--- src/rtl/assert_macros.svh ---
// ----------------------------------------------------------------------------
// assertion macros
// concurrent assertion helpers, empty under synthesis
// ----------------------------------------------------------------------------
`ifndef ASSERT_MACROS_SVH
`define ASSERT_MACROS_SVH

`ifndef SYNTHESIS

`define SME_ASSERT(lbl, clk, rst_n, prop) \
  lbl: assert property (@(posedge clk) disable iff (!rst_n) (prop)) \
    else $error("assertion failed");

`define SME_ASSERT_NEXT(lbl, clk, rst_n, pre, post) \
  lbl: assert property (@(posedge clk) disable iff (!rst_n) (pre) |=> (post)) \
    else $error("assertion failed");

`else

`define SME_ASSERT(lbl, clk, rst_n, prop)

`define SME_ASSERT_NEXT(lbl, clk, rst_n, pre, post)

`endif

`endif

--- src/rtl/sme_pkg.sv ---
// ----------------------------------------------------------------------------
// sme_pkg
// shared types and constants of the stack machine executor
// ----------------------------------------------------------------------------
`default_nettype none

package sme_pkg;

  localparam int unsigned STACK_DEPTH = 64;
  localparam int unsigned CNT_W       = $clog2(STACK_DEPTH + 1);
  localparam int unsigned DATA_W      = 32;
  localparam int unsigned OP_W        = 3;
  localparam int unsigned STATUS_W    = 3;
  localparam int unsigned DIV_STEPS   = DATA_W;
  localparam int unsigned DIV_CNT_W   = $clog2(DIV_STEPS);

  localparam logic [CNT_W-1:0] STACK_FULL = CNT_W'(STACK_DEPTH);

  typedef logic [DATA_W-1:0] word_t;

  typedef enum logic [OP_W-1:0] {
    OP_PUSH  = 3'd0,
    OP_ADD   = 3'd1,
    OP_SUB   = 3'd2,
    OP_MUL   = 3'd3,
    OP_DIV   = 3'd4,
    OP_PRINT = 3'd5
  } op_e;

  typedef enum logic [STATUS_W-1:0] {
    ST_OK        = 3'd0,
    ST_PRINTED   = 3'd1,
    ST_UNDERFLOW = 3'd2,
    ST_DIVZERO   = 3'd3,
    ST_EMPTY     = 3'd4,
    ST_OVERFLOW  = 3'd5,
    ST_HALTED    = 3'd6
  } status_e;

  typedef enum logic [1:0] {
    CELL_HOLD,
    CELL_FROM_UP,
    CELL_FROM_DOWN
  } cell_cmd_e;

  typedef enum logic {
    S_IDLE,
    S_DIV
  } exec_state_e;

endpackage

`default_nettype wire

--- src/rtl/sme_cell.sv ---
// ----------------------------------------------------------------------------
// sme_cell
// one stack entry, shifts toward or away from the top of stack
// ----------------------------------------------------------------------------
`default_nettype none

module sme_cell (
  input  wire logic              clk_i,
  input  sme_pkg::cell_cmd_e     cmd_i,
  input  sme_pkg::word_t         up_i,
  input  sme_pkg::word_t         down_i,
  output sme_pkg::word_t         data_o
);
  import sme_pkg::*;

  word_t data_q;
  word_t data_d;

  always_comb begin
    case (cmd_i)
      CELL_FROM_UP:   data_d = up_i;
      CELL_FROM_DOWN: data_d = down_i;
      default:        data_d = data_q;
    endcase
  end

  always_ff @(posedge clk_i) begin
    data_q <= data_d;
  end

  assign data_o = data_q;

endmodule

`default_nettype wire

--- config.mk ---
export PLATFORM = sky130hd
export DESIGN_NAME = sme_cell
export DESIGN_NICKNAME = d
export VERILOG_FILES = /design/src/rtl/assert_macros.svh /design/src/rtl/sme_pkg.sv /design/src/rtl/sme_cell.sv
export SDC_FILE = /design/constraint.sdc
export NUM_CORES = 1
export LEC_CHECK = 0
export ABC_CLOCK_PERIOD_IN_PS = 1420
export BUFFER_PORTS_ARGS = -buffer_cell sky130_fd_sc_hd__buf_2
export CAP_MARGIN = 10
export CORE_MARGIN = 2
export CORE_UTILIZATION = 30
export CTS_CLUSTER_SIZE = 12
export DETAILED_ROUTE_END_ITERATION = 7
export GPL_TIMING_DRIVEN = 1
export RECOVER_POWER = 25
export SKIP_LAST_GASP = 1
export SYNTH_ARGS = -nofsm -noshare
export SYNTH_HDL_FRONTEND = slang
export SYNTH_SLANG_ARGS = --single-unit
--- constraint.sdc ---
create_clock -name clk_i -period 1.42 [get_ports clk_i]
set_clock_uncertainty 0.05 [all_clocks]
set_input_delay 0 -clock clk_i [delete_from_list [all_inputs] [get_ports clk_i]]
set_output_delay 0 -clock clk_i [all_outputs]
set_load 0.03 [all_outputs]
=== Word-level counts from Yosys, hierarchy flattened ===
Index checks and enable logic that the tools add are counted.

* Mux-type cells: 1
* Reductions and logical operators: 1
* Equal/unequal tests: 2

{| class="wikitable"
|+ Operator list
! operator !! number
|-
| case mux 32 bit (2 select lines) || 1
|-
| equality test 2 x 1 -> 1 bit (second input constant) || 1
|-
| equality test 2 bit (second input constant) || 1
|-
| nonzero test 2 bit || 1
|}

* Logic and storage cells: 5
* Register bits: 32
* Output and inout bits: 32
* Input bits: 67

=== Logic depth before layout (Yosys ltp) ===
* Depth in word-level cells: 2
* Depth in mapped cells: 5
* Gate-level depth less buffers: 3

=== Worst setup path before layout ===
Ideal clock, no wire load.

* Path kind: input port to flip-flop
* Start point: input cmd_i[0]
* End point: register data_q[0], in the netlist data_o[0], enable pin
* Stages on the path: 3
* Data required time: 0.983 ns
* Path slack: 0.045 ns
* Arrival time: 0.938 ns
* Setup time: 0.387 ns
* Path buffers: 0
* Path through: inv_1 ha_1 inv_1

* Cells in the longest elaborated chain, start to end: 2
* Elaborated cells on any way between the ends: 3
* Those cells by class: 2 x eq/ne; 1 x reduce/logical

{| class="wikitable"
|+ RTL lines
! element !! line !! RTL
|-
| start: declaration || sme_cell.sv:9 || <nowiki>input sme_pkg::cell_cmd_e cmd_i,</nowiki>
|-
| equality test 2 bit / equality test 2 x 1 -> 1 bit (equally long branches) || sme_cell.sv:20 || <nowiki>case (cmd_i)</nowiki>
|-
| nonzero test 2 bit (no line) * || n/a ||
|-
| end signal: assignment || sme_cell.sv:28 || <nowiki>data_q <= data_d;</nowiki>
|-
| end: declaration || sme_cell.sv:16 || <nowiki>word_t data_q;</nowiki>
|}

Every way passes the cells marked *; elsewhere a longest branch is shown, timed or not.
A chain may end at the register's enable or synchronous reset.

=== Final worst setup path ===
* Start point: input cmd_i[0]
* End point: register data_q[12], in the netlist data_o[12], enable pin

The elaborated chain is that of the path after synthesis.

==> impl_results.md <==
- Mapped Area: 0.00153 sq mm
- Setup-failing EPs final: 0
- Total setup buffers inserted after CTS: 0
- Endpoints failing hold: 0
- Pwr Total: ~0.0027 W
- Vias in the first global route: 1318
- Dpl cells: around 240
- Clock Path Buffers: 2
- Nets: 308
- Antenna-violating nets left: 0
- Remaining DRCs: 0
- CP endpoint kind: flip-flop
- Core Region: 0.00482 sq mm
- Switching share of power: 0.290
- Synthesized flop and latch total: 32
- Filler cells: between 300 and 400
- Syn nets: 139
- Syn. warnings: 0
- Worst Path Required: between 1000 and 1500 ps
- Hold Path Class: input pin to flip-flop
- PD cells: 967 mW/mm^2
- Non-filler cells in the finished layout: 307
- Boundary Pins: 99
- Storage cell area: approximately 960 sq um
- Synthesis-to-layout area growth: 83.7%
- CP max FO: 19
- Internal power: 0.00192 W
- Reg power frac: 0.456
- Avg Inst Size Synth: 21.5 sq um
- Initial Util: 0.317
- First DRT Iteration DRCs: 47
- Input/output buffers: 98
- Combinational Power Share: 0.311
- Startpoint Class: input pin
- Clk slew on worst S/H paths: ~60 ps
- Largest net degree at the start of global routing: 22
- Hold WS: between 200 and 300 ps
- Antenna Cells: 0
- H-Tree Depth: 2
- Slew Viols, Final: 0
- CTS Buf Count: 5
- GR Overflow Total: 0
- CTS tree: yes
- Peak supply drop: 0.368 mV
- Clock power frac: 0.233
- TritonRoute pass-1 iters: 4
- Initial antenna violation count: 0
- Vias post-DR: 1258
- Status: completed
- Post-cts resize count: 0
- GRT Overall Usage: 0.141
- Fin crit period: approximately 1000 ps
- Period utilisation layout: 0.706
- Final GP Congestion: 0.671
- WL final: 4180 um
- Unique masters post-synth: 7
- Layout cells sized above 1: 0.588
- Clock Sinks: 32
- Pleak: 1.28 nW
- Max reg flops: 32
- Avg Vias per Cell: a little over 4
- Highest Clock Rate: between 900 and 1000 MHz
- Die Wd: 75.3 um
- Relative slew margins: 0.683
- Post-synthesis sequential area ratio: 0.630
- Site Rows: 25
- Multi-input gate area: 488 sq um
- Root Driver: clkbuf_8
- Die footprint: 0.00567 sq mm
- Die height: roughly 75 um
- Avg WL per Cell: 13.6 um
- First-pass GRT wire length: 5670 um
- Slew @ Worst Pin: 475 ps
- Cells after Synth: 71
- Max-cap violations: 0
- NetSw: ~0.00079 W
- Setup TNS: 0 ps
- WP data arrival: 870 ps
- CP Class: input pin to flip-flop
- RSZ-0062 raised after global routing: false
-- routing by layer --
layer,vias to the layer above,global-route usage,part of all wire
li1,608,-,-
met1,580,0.112,0.33
met2,62,0.291,0.56
met3,8,0.0503,0.084
met4,0,0.0663,0.019
met5,-,0,0
-- power by group through the flow --
stage	Clock [W]	Combinational, W	Sequential [W]
floorplan	0	0.000183	0.00154
global placement	0	0.000699	0.00125
detailed placement	0	0.000711	0.00125
CTS	0.000652	0.000848	0.00123
global route	0.000681	0.000892	0.00125
finish	0.000630	0.000843	0.00124
-- logic make-up after synthesis --
logic type / share of synthesized area
buffers and inverters: 0.0517
flip-flops: 0.630
multiplexers: 0.310
adder cells (fa/ha/maj): 0.00820
-- area by class of cell --
| class | instances | area share |
|---|---|---|
| inverters | 2 | 0.00268 |
| flip-flops and latches | 32 | 0.343 |
| repair buffers | 166 | 0.423 |
| clock inverters | 1 | 0.00179 |
| clock buffers | 6 | 0.0259 |
| multi-input cells | 33 | 0.174 |
| well taps | 67 | 0.0299 |
-- critical path, stage by stage --
cell and delay [ps]:
buf_2 90, inv_1 50, ha_2 260, inv_1 60, clkbuf_2 400
-- synth_stat cells --
cell type / n / area, sq um
mux2_4: 30 / 450
mux2_2: 2 / 22.5
inv_1: 2 / 7.51
ha_1: 1 / 12.5
edfxtp_1: 32 / 961
buf_6: 1 / 11.3
buf_12: 3 / 60.1
-- cell usage in the layout (no fill, tap or decap) --
master,netlist,layout
clkbuf_1,0,1
clkbuf_2,0,1
edfxtp_1,32,32
inv_1,2,2
clkbuf_8,0,5
buf_2,0,98
clkinv_2,0,1
dlygate4sd3_1,0,64
mux2_4,30,30
buf_12,3,2
ha_2,0,1
mux2_2,2,2
buf_4,0,1
-- final timing paths --
| path | start | to | depth (start not counted) |
|---|---|---|---|
| setup / recovery | cmd_i[0] | data_o[12] | 5 |
| hold / removal | cmd_i[1] | data_o[20] | 4 |
-- stage by stage --
| stage | utilization | setup WS [ps] | instance area (sq um) |
|---|---|---|---|
| final | 0.582 | 418 | 2800 |
| after detailed placement | 0.433 | 184 | 2090 |
| after global placement | 0.433 | 222 | 2090 |
| after floorplan | - | 45.3 | 1530 |
| after CTS | 0.582 | 484 | 2800 |
| after global routing | 0.582 | 365 | 2800 |
-- timing repair --
item / in CTS / in global routing
hold buffers: 64 / 0
endpoints found under the hold margin: 32 / 0
setup endpoints to repair: 0 / 0
(Power assumes the default switching activity.)
