==> src/rtl/assert_macros.svh <==
// ----------------------------------------------------------------------------
// assertion macros
// concurrent assertion helpers, empty under synthesis
// ----------------------------------------------------------------------------
`ifndef ASSERT_MACROS_SVH
`define ASSERT_MACROS_SVH

`ifndef SYNTHESIS

`define SME_ASSERT(lbl, clk, rst_n, prop) \
  lbl: assert property (@(posedge clk) disable iff (!rst_n) (prop)) \
    else $error("assertion failed");

`define SME_ASSERT_NEXT(lbl, clk, rst_n, pre, post) \
  lbl: assert property (@(posedge clk) disable iff (!rst_n) (pre) |=> (post)) \
    else $error("assertion failed");

`else

`define SME_ASSERT(lbl, clk, rst_n, prop)

`define SME_ASSERT_NEXT(lbl, clk, rst_n, pre, post)

`endif

`endif

==> src/rtl/sme_pkg.sv <==
// ----------------------------------------------------------------------------
// sme_pkg
// shared types and constants of the stack machine executor
// ----------------------------------------------------------------------------
`default_nettype none

package sme_pkg;

  localparam int unsigned STACK_DEPTH = 64;
  localparam int unsigned CNT_W       = $clog2(STACK_DEPTH + 1);
  localparam int unsigned DATA_W      = 32;
  localparam int unsigned OP_W        = 3;
  localparam int unsigned STATUS_W    = 3;
  localparam int unsigned DIV_STEPS   = DATA_W;
  localparam int unsigned DIV_CNT_W   = $clog2(DIV_STEPS);

  localparam logic [CNT_W-1:0] STACK_FULL = CNT_W'(STACK_DEPTH);

  typedef logic [DATA_W-1:0] word_t;

  typedef enum logic [OP_W-1:0] {
    OP_PUSH  = 3'd0,
    OP_ADD   = 3'd1,
    OP_SUB   = 3'd2,
    OP_MUL   = 3'd3,
    OP_DIV   = 3'd4,
    OP_PRINT = 3'd5
  } op_e;

  typedef enum logic [STATUS_W-1:0] {
    ST_OK        = 3'd0,
    ST_PRINTED   = 3'd1,
    ST_UNDERFLOW = 3'd2,
    ST_DIVZERO   = 3'd3,
    ST_EMPTY     = 3'd4,
    ST_OVERFLOW  = 3'd5,
    ST_HALTED    = 3'd6
  } status_e;

  typedef enum logic [1:0] {
    CELL_HOLD,
    CELL_FROM_UP,
    CELL_FROM_DOWN
  } cell_cmd_e;

  typedef enum logic {
    S_IDLE,
    S_DIV
  } exec_state_e;

endpackage

`default_nettype wire

==> src/rtl/sme_div.sv <==
// ----------------------------------------------------------------------------
// sme_div
// signed divider truncating toward zero, one quotient bit per cycle
// ----------------------------------------------------------------------------
`default_nettype none

module sme_div (
  input  wire logic      clk_i,
  input  wire logic      rst_ni,
  input  wire logic      start_i,
  input  sme_pkg::word_t dividend_i,
  input  sme_pkg::word_t divisor_i,
  output logic           done_o,
  output sme_pkg::word_t quotient_o
);
  import sme_pkg::*;

  logic                 busy_q, busy_d;
  logic                 done_q, done_d;
  logic [DIV_CNT_W-1:0] cnt_q, cnt_d;
  logic [DATA_W:0]      rem_q, rem_d;
  word_t                quo_q, quo_d;
  word_t                mb_q, mb_d;
  logic                 neg_q, neg_d;

  logic [DATA_W:0]      rem_sh;
  logic [DATA_W:0]      diff;
  logic                 na, nb;

  assign na     = dividend_i[DATA_W-1];
  assign nb     = divisor_i[DATA_W-1];
  assign rem_sh = {rem_q[DATA_W-1:0], quo_q[DATA_W-1]};
  assign diff   = rem_sh - {1'b0, mb_q};

  always_comb begin
    busy_d = busy_q;
    done_d = 1'b0;
    cnt_d  = cnt_q;
    rem_d  = rem_q;
    quo_d  = quo_q;
    mb_d   = mb_q;
    neg_d  = neg_q;
    if (start_i) begin
      busy_d = 1'b1;
      cnt_d  = DIV_CNT_W'(DIV_STEPS - 1);
      rem_d  = '0;
      quo_d  = na ? (word_t'(0) - dividend_i) : dividend_i;
      mb_d   = nb ? (word_t'(0) - divisor_i) : divisor_i;
      neg_d  = na ^ nb;
    end else if (busy_q) begin
      if (!diff[DATA_W]) begin
        rem_d = diff;
        quo_d = {quo_q[DATA_W-2:0], 1'b1};
      end else begin
        rem_d = rem_sh;
        quo_d = {quo_q[DATA_W-2:0], 1'b0};
      end
      if (cnt_q == '0) begin
        busy_d = 1'b0;
        done_d = 1'b1;
      end else begin
        cnt_d = cnt_q - 1'b1;
      end
    end
  end

  always_ff @(posedge clk_i or negedge rst_ni) begin
    if (!rst_ni) begin
      busy_q <= 1'b0;
      done_q <= 1'b0;
      cnt_q  <= '0;
    end else begin
      busy_q <= busy_d;
      done_q <= done_d;
      cnt_q  <= cnt_d;
    end
  end

  always_ff @(posedge clk_i) begin
    rem_q <= rem_d;
    quo_q <= quo_d;
    mb_q  <= mb_d;
    neg_q <= neg_d;
  end

  assign done_o     = done_q;
  assign quotient_o = neg_q ? (word_t'(0) - quo_q) : quo_q;

endmodule

`default_nettype wire
==> config.mk <==
export PLATFORM = sky130hd
export DESIGN_NAME = sme_div
export DESIGN_NICKNAME = d
export VERILOG_FILES = /design/src/rtl/assert_macros.svh /design/src/rtl/sme_pkg.sv /design/src/rtl/sme_div.sv
export SDC_FILE = /design/constraint.sdc
export NUM_CORES = 1
export LEC_CHECK = 0
export BUFFER_PORTS_ARGS = -buffer_cell sky130_fd_sc_hd__buf_2
export CAP_MARGIN = 20
export CORE_MARGIN = 2
export CORE_UTILIZATION = 55
export CTS_BUF_LIST = sky130_fd_sc_hd__clkbuf_2
export DETAILED_ROUTE_END_ITERATION = 10
export GPL_TIMING_DRIVEN = 0
export PLACE_DENSITY = 0.76
export SLEW_MARGIN = 25
export SYNTH_ARGS = -nofsm -noshare
export SYNTH_HDL_FRONTEND = slang
export SYNTH_SLANG_ARGS = --single-unit
==> constraint.sdc <==
create_clock -name clk_i -period 4.1 [get_ports clk_i]
set_input_delay 0.205 -clock clk_i [delete_from_list [all_inputs] [get_ports clk_i]]
set_output_delay 0.205 -clock clk_i [all_outputs]
set_load 0.01 [all_outputs]
# --- After elaboration in Yosys (flattened, before gate mapping) ---
# Index checks and enable logic that the tools add are counted.
word_totals:
  wordCells: 34
  output_inout_bits: 33
  ram_bits: 0
  reg_bits: 104
  romBits: 0
  n_memories: 0
  latch_bits: 0
  inputBits: 67
op_classes:
  n_mul: 0
  n_lt_le_gt_ge: 0
  shift: 0
  muxes: 16
  bitwise: 1
  eq_ne: 1
  n_reduce_logical: 3
  addsub: 5
  n_div: 0
ops:
  columns: ["operator", "n"]
  rows:
  - ["32-bit two-way mux", 5]
  - ["1-bit by 32-bit subtractor with 32-bit output (first input constant)", 3]
  - ["33-bit by 32-bit subtractor with 33-bit output", 1]
  - ["31-bit two-way mux", 1]
  - ["5-bit two-way mux", 3]
  - ["1-bit two-way mux", 7]
  - ["5-bit logical NOT", 1]
  - ["5-bit by 1-bit subtractor with 5-bit output (second input constant)", 1]
  - ["2-bit inequality test (second input constant)", 1]
  - ["2-bit AND reduction", 1]
  - ["2-bit nonzero test", 1]
  - ["1-bit bitwise XOR", 1]

# --- Longest topological paths before layout ---
depth:
  depth_word: 4
  ltp_mapped: 13
  ltp_nobuf: 11

# --- Worst setup path before layout ---
# Ideal clock, no wire load.
synth_timing:
  path_type: "register to output"
  start: "register quo_q[8]"
  end: "output quotient_o[29]"
  slack_ns: 0.818
  stages_incl_launch_ff: 8
  path_buffers: 0
  t_required_ns: 3.895
  t_arrival_ns: 3.077
  cell_sequence: "edfxtp_1 -> or4_4 -> or3_4 -> or4_1 -> or4_4 -> or4_4 -> o41ai_2 -> xnor2_1"
synth_between:
  elab_chain_cells: 2
synth_rtl:
  columns: ["item", "line", "text"]
  rows:
  - ["from (decl)", "sme_div.sv:22", "word_t quo_q, quo_d;"]
  - ["from (signal assigned)", "sme_div.sv:81", "quo_q <= quo_d;"]
  - ["1-bit by 32-bit subtractor with 32-bit output", "sme_div.sv:87", "assign quotient_o = neg_q ? (word_t'(0) - quo_q) : quo_q;"]
  - ["32-bit two-way mux", "sme_div.sv:87", null]
  - ["to (decl)", "sme_div.sv:14", "output sme_pkg::word_t quotient_o"]
# No other way between the ends.

# --- Final worst setup path ---
layout_timing:
  start: "register quo_q[8]"
  end: "output quotient_o[31]"
# The elaborated chain is that of the path after synthesis.

==> run_results.csv <==
group,metric,value,unit
route,finalWirelength,20860,µm
setup_path,path_common_cell,"or4_4",
global_route,grt-busiest-layer,"met2",
route,dr.first_iter.drc_count,753,
clocking,cts_buffer_depth,2,
floorplanning,fp.coreArea,0.01388,mm²
global_route,use_met2,0.4361,
global_route,grt_max_degree,37,
sta,hold_viol_final,0,
route,drc,0,
job,max_cap_violations,0,
placed_design,port_buffers,99,
logic_synthesis,syn-num-nets,1003,
global_route,antenna_found_initial,1,
logic_synthesis,syn_inst,898,
sta,finalClockSkew,0.02940,ns
floorplanning,dieArea,0.01520,mm²
final_layout,layout.cells.non_filler,1273,
power,p_sw_frac,0.4080,
logic_synthesis,avgSynthCellArea,8.715,µm²
floorplanning,start_util,0.5638,
global_route,grt_pass1_vias,6906,
global_route,met1_usage,0.3861,
floorplanning,num_rows,43,
logic_synthesis,synth_cell_type_count,64,
final_layout,areaGrowthSynthToFinish,21.34,%
clocking,clock-sinks,104,
power,powerDensity,445.3,mW/mm²
clocking,clk_pin_slew,0.26,ns
power,p_sw,1.725,mW
clocking,ctsRootBufferMaster,"clkbuf_2",
sta,finalWorstSetupSlack,-0.06702,ns
sta,post-route-min-period,4.167,ns
worst_hold_path,hold_class,"in -> reg",
power,finalPower,4.229,mW
logic_synthesis,ys_async_sr_fraction,0.06731,
setup_path,crit_slowest_cell,"or4_4",
final_layout,nets,1192,
power,leakagePower,3.843,nW
status,status,"finished with violations",
power,peakVddDrop,0.2086,mV
floorplanning,die_y,123.3,µm
setup_path,crit_path_end_kind,"primary output",
floorplanning,pin_count,100,
setup_path,cpPeakStageDelay,0.55,ns
power,share_seq_of_total_power,0.352,
logic_synthesis,synth-edff-count,65,
clocking,ctsHtreeMaxLevel,3,
global_route,grt_pass1_wl,33080,µm
power,comb_power_share,0.515,
final_layout,drive_above_1_share,0.1355,
sta,rsz0062_at_grt,"true",
route,ant_nets,0,
logic_synthesis,syn_area,0.007826,mm²
route,vias,7496,
sta,period_share,1.016,
placed_design,place_inst,1177,
final_layout,most-common-layout-cells,"buf_2, nor2_1, xnor2_1",
final_layout,mostFrequentLayoutCell,"buf_2",
logic_synthesis,yosys_warnings,0,
setup_path,critPathKind,"reg -> out",
setup_path,cp-start-kind,"register",
logic_synthesis,yosys_most_used_dff,"edfxtp_1",
global_route,track_usage,0.2751,
setup_path,worst_ep_required_time,3.89,ns
global_route,globalRouteOverflowTotal,0,
final_layout,final_util,0.6842,
sta,fmax,240.0,MHz
route,dr.pass1.iters,6,
clocking,cts_tree,"built",
placed_design,place.gp.congestion,0.9069,
global_route,met3_usage,0.03598,
sta,finalSetupViolCount,3,
power,cellInternalPower,2.503,mW
clocking,cts_buffers,9,
sta,finalMaxSlewViolations,0,
setup_path,cp_max_fo,4,
sta,slew-limit-headroom,0.4526,
setup_path,path_cells,"or4_4, or3_4, or4_4, or4_4, or4_4, o31ai_4, xnor2_1, buf_2",
placed_design,dp_hpwl,14810,µm
setup_path,arrival,3.96,ns
logic_synthesis,ys_seq_area_frac,0.3536,
power,clock_power_share,0.133,
status,violations,"setup timing",
route,viasPerCell,5.888,
logic_synthesis,ys_ff_latch,104,
clocking,clock_latency,0.64,ns
route,wl_per_cell,16.39,µm
sta,worst_pin_slew,0.8212,ns
floorplanning,die_w,123.3,µm
==> per-layer routing <==
| metal | vias up | wire length, µm |
|---|---|---|
| li1 | 3641 | - |
| met1 | 3498 | 9528 |
| met2 | 304 | 9493 |
| met3 | 53 | 1309 |
| met4 | 0 | 529 |
| met5 | - | 0 |
==> flip-flops by register name, summed over array words and instances (netlist names) <==
name and count:
mb_q 32, quo_q 32, rem_q 32, cnt_q 5, busy_q 1, done_o 1
neg_q 1
==> layout make-up <==
type / count / area, µm²
Antenna cell: 1 / 2.502
Buffer: 40 / 160.2
Clock buffer: 9 / 45.04
Clock inverter: 7 / 95.09
Fill cell: 1111 / 4384
Inverter: 50 / 187.7
Multi-Input combinational cell: 703 / 4740
Sequential cell: 104 / 2768
Tap cell: 180 / 225.2
Timing Repair Buffer: 179 / 1274
==> critical path: cells and delay by family (launching register included) <==
family / cells / cell delay (ns)
XOR/XNOR: 1 / 0.14
AO/OA/AOI/OAI: 1 / 0.24
buffers and inverters: 1 / 0.15
flip-flops: 1 / 0.47
AND/OR/NAND/NOR: 5 / 2.34
==> repair_timing <==
item,CTS,global route
setup endpoints to repair,7,6
cloned,0,0
buffers inserted,4,5
resized for setup,1,6
hold buffers,70,1
endpoints found under the hold margin,64,1
pin swaps,0,3
==> cells by family after synthesis <==
group,Yosys count,share of synthesized area
xor gates and xnor gates,115,0.1287
and+or+nand+nor,279,0.1746
adders and majority gates,38,0.06171
buffers and inverters,91,0.04445
AOI/OAI and AO/OA,244,0.2021
muxes,27,0.03485
DFF,104,0.3536
==> Yosys cell counts, drive strengths merged, types with 21 or more instances <==
cell     n  area, µm²
or4     21      168.9
dfxtp   32      640.6
o21ai   58      290.3
o31ai   27      207.7
a21oi   66      330.3
nor2    86      322.8
xor2    37      324.1
mux2i   25      250.2
edfxtp  65       1952
inv     50      187.7
ha      37      462.9
clkbuf  35      131.4
nand2   77      289.0
xnor2   78      683.2
==> stage by stage <==
step | hold WS [ns] | worst slack (ns) | TNS, ns | area, µm²
after floorplan | -0.09059 | 0.8181 | 0 | 7826
after global placement | 0.05027 | -0.07925 | -0.1933 | 8547
after detailed placement | 0.04805 | -0.08450 | -0.2177 | 8547
after CTS | 0.004095 | -0.05489 | -0.08837 | 9418
after global routing | 0.01629 | -0.1661 | -0.4715 | 9497
final | 0.02502 | -0.06702 | -0.1320 | 9497
==> worst paths after layout <==
path | slack (ns) | from | depth (start not counted) | end
setup / recovery | -0.07 | quo_q[8] | 8 | quotient_o[31]
hold / removal | 0.03 | dividend_i[4] | 3 | quo_q[4]
setup reg to reg | 0.30 | quo_q[31] | 12 | rem_q[5]
hold reg to reg | 0.51 | rem_q[23] | 2 | rem_q[23]
max in group asynchronous | 3.39 | rst_ni | 3 | cnt_q[2]
min in group asynchronous | 0.47 | rst_ni | 3 | cnt_q[1]
==> power by group through the flow <==
stage          Combinational, mW  Sequential [mW]  Clock, mW
6_report                    2.18             1.49      0.562
5_1_grt                     2.39             1.51      0.615
4_1_cts                     2.13             1.48      0.567
3_5_place_dp                2.06             1.51          0
3_3_place_gp                2.04             1.51          0
2_1_floorplan               1.58             1.45          0
Note: power is estimated with default switching activity, not from simulation.
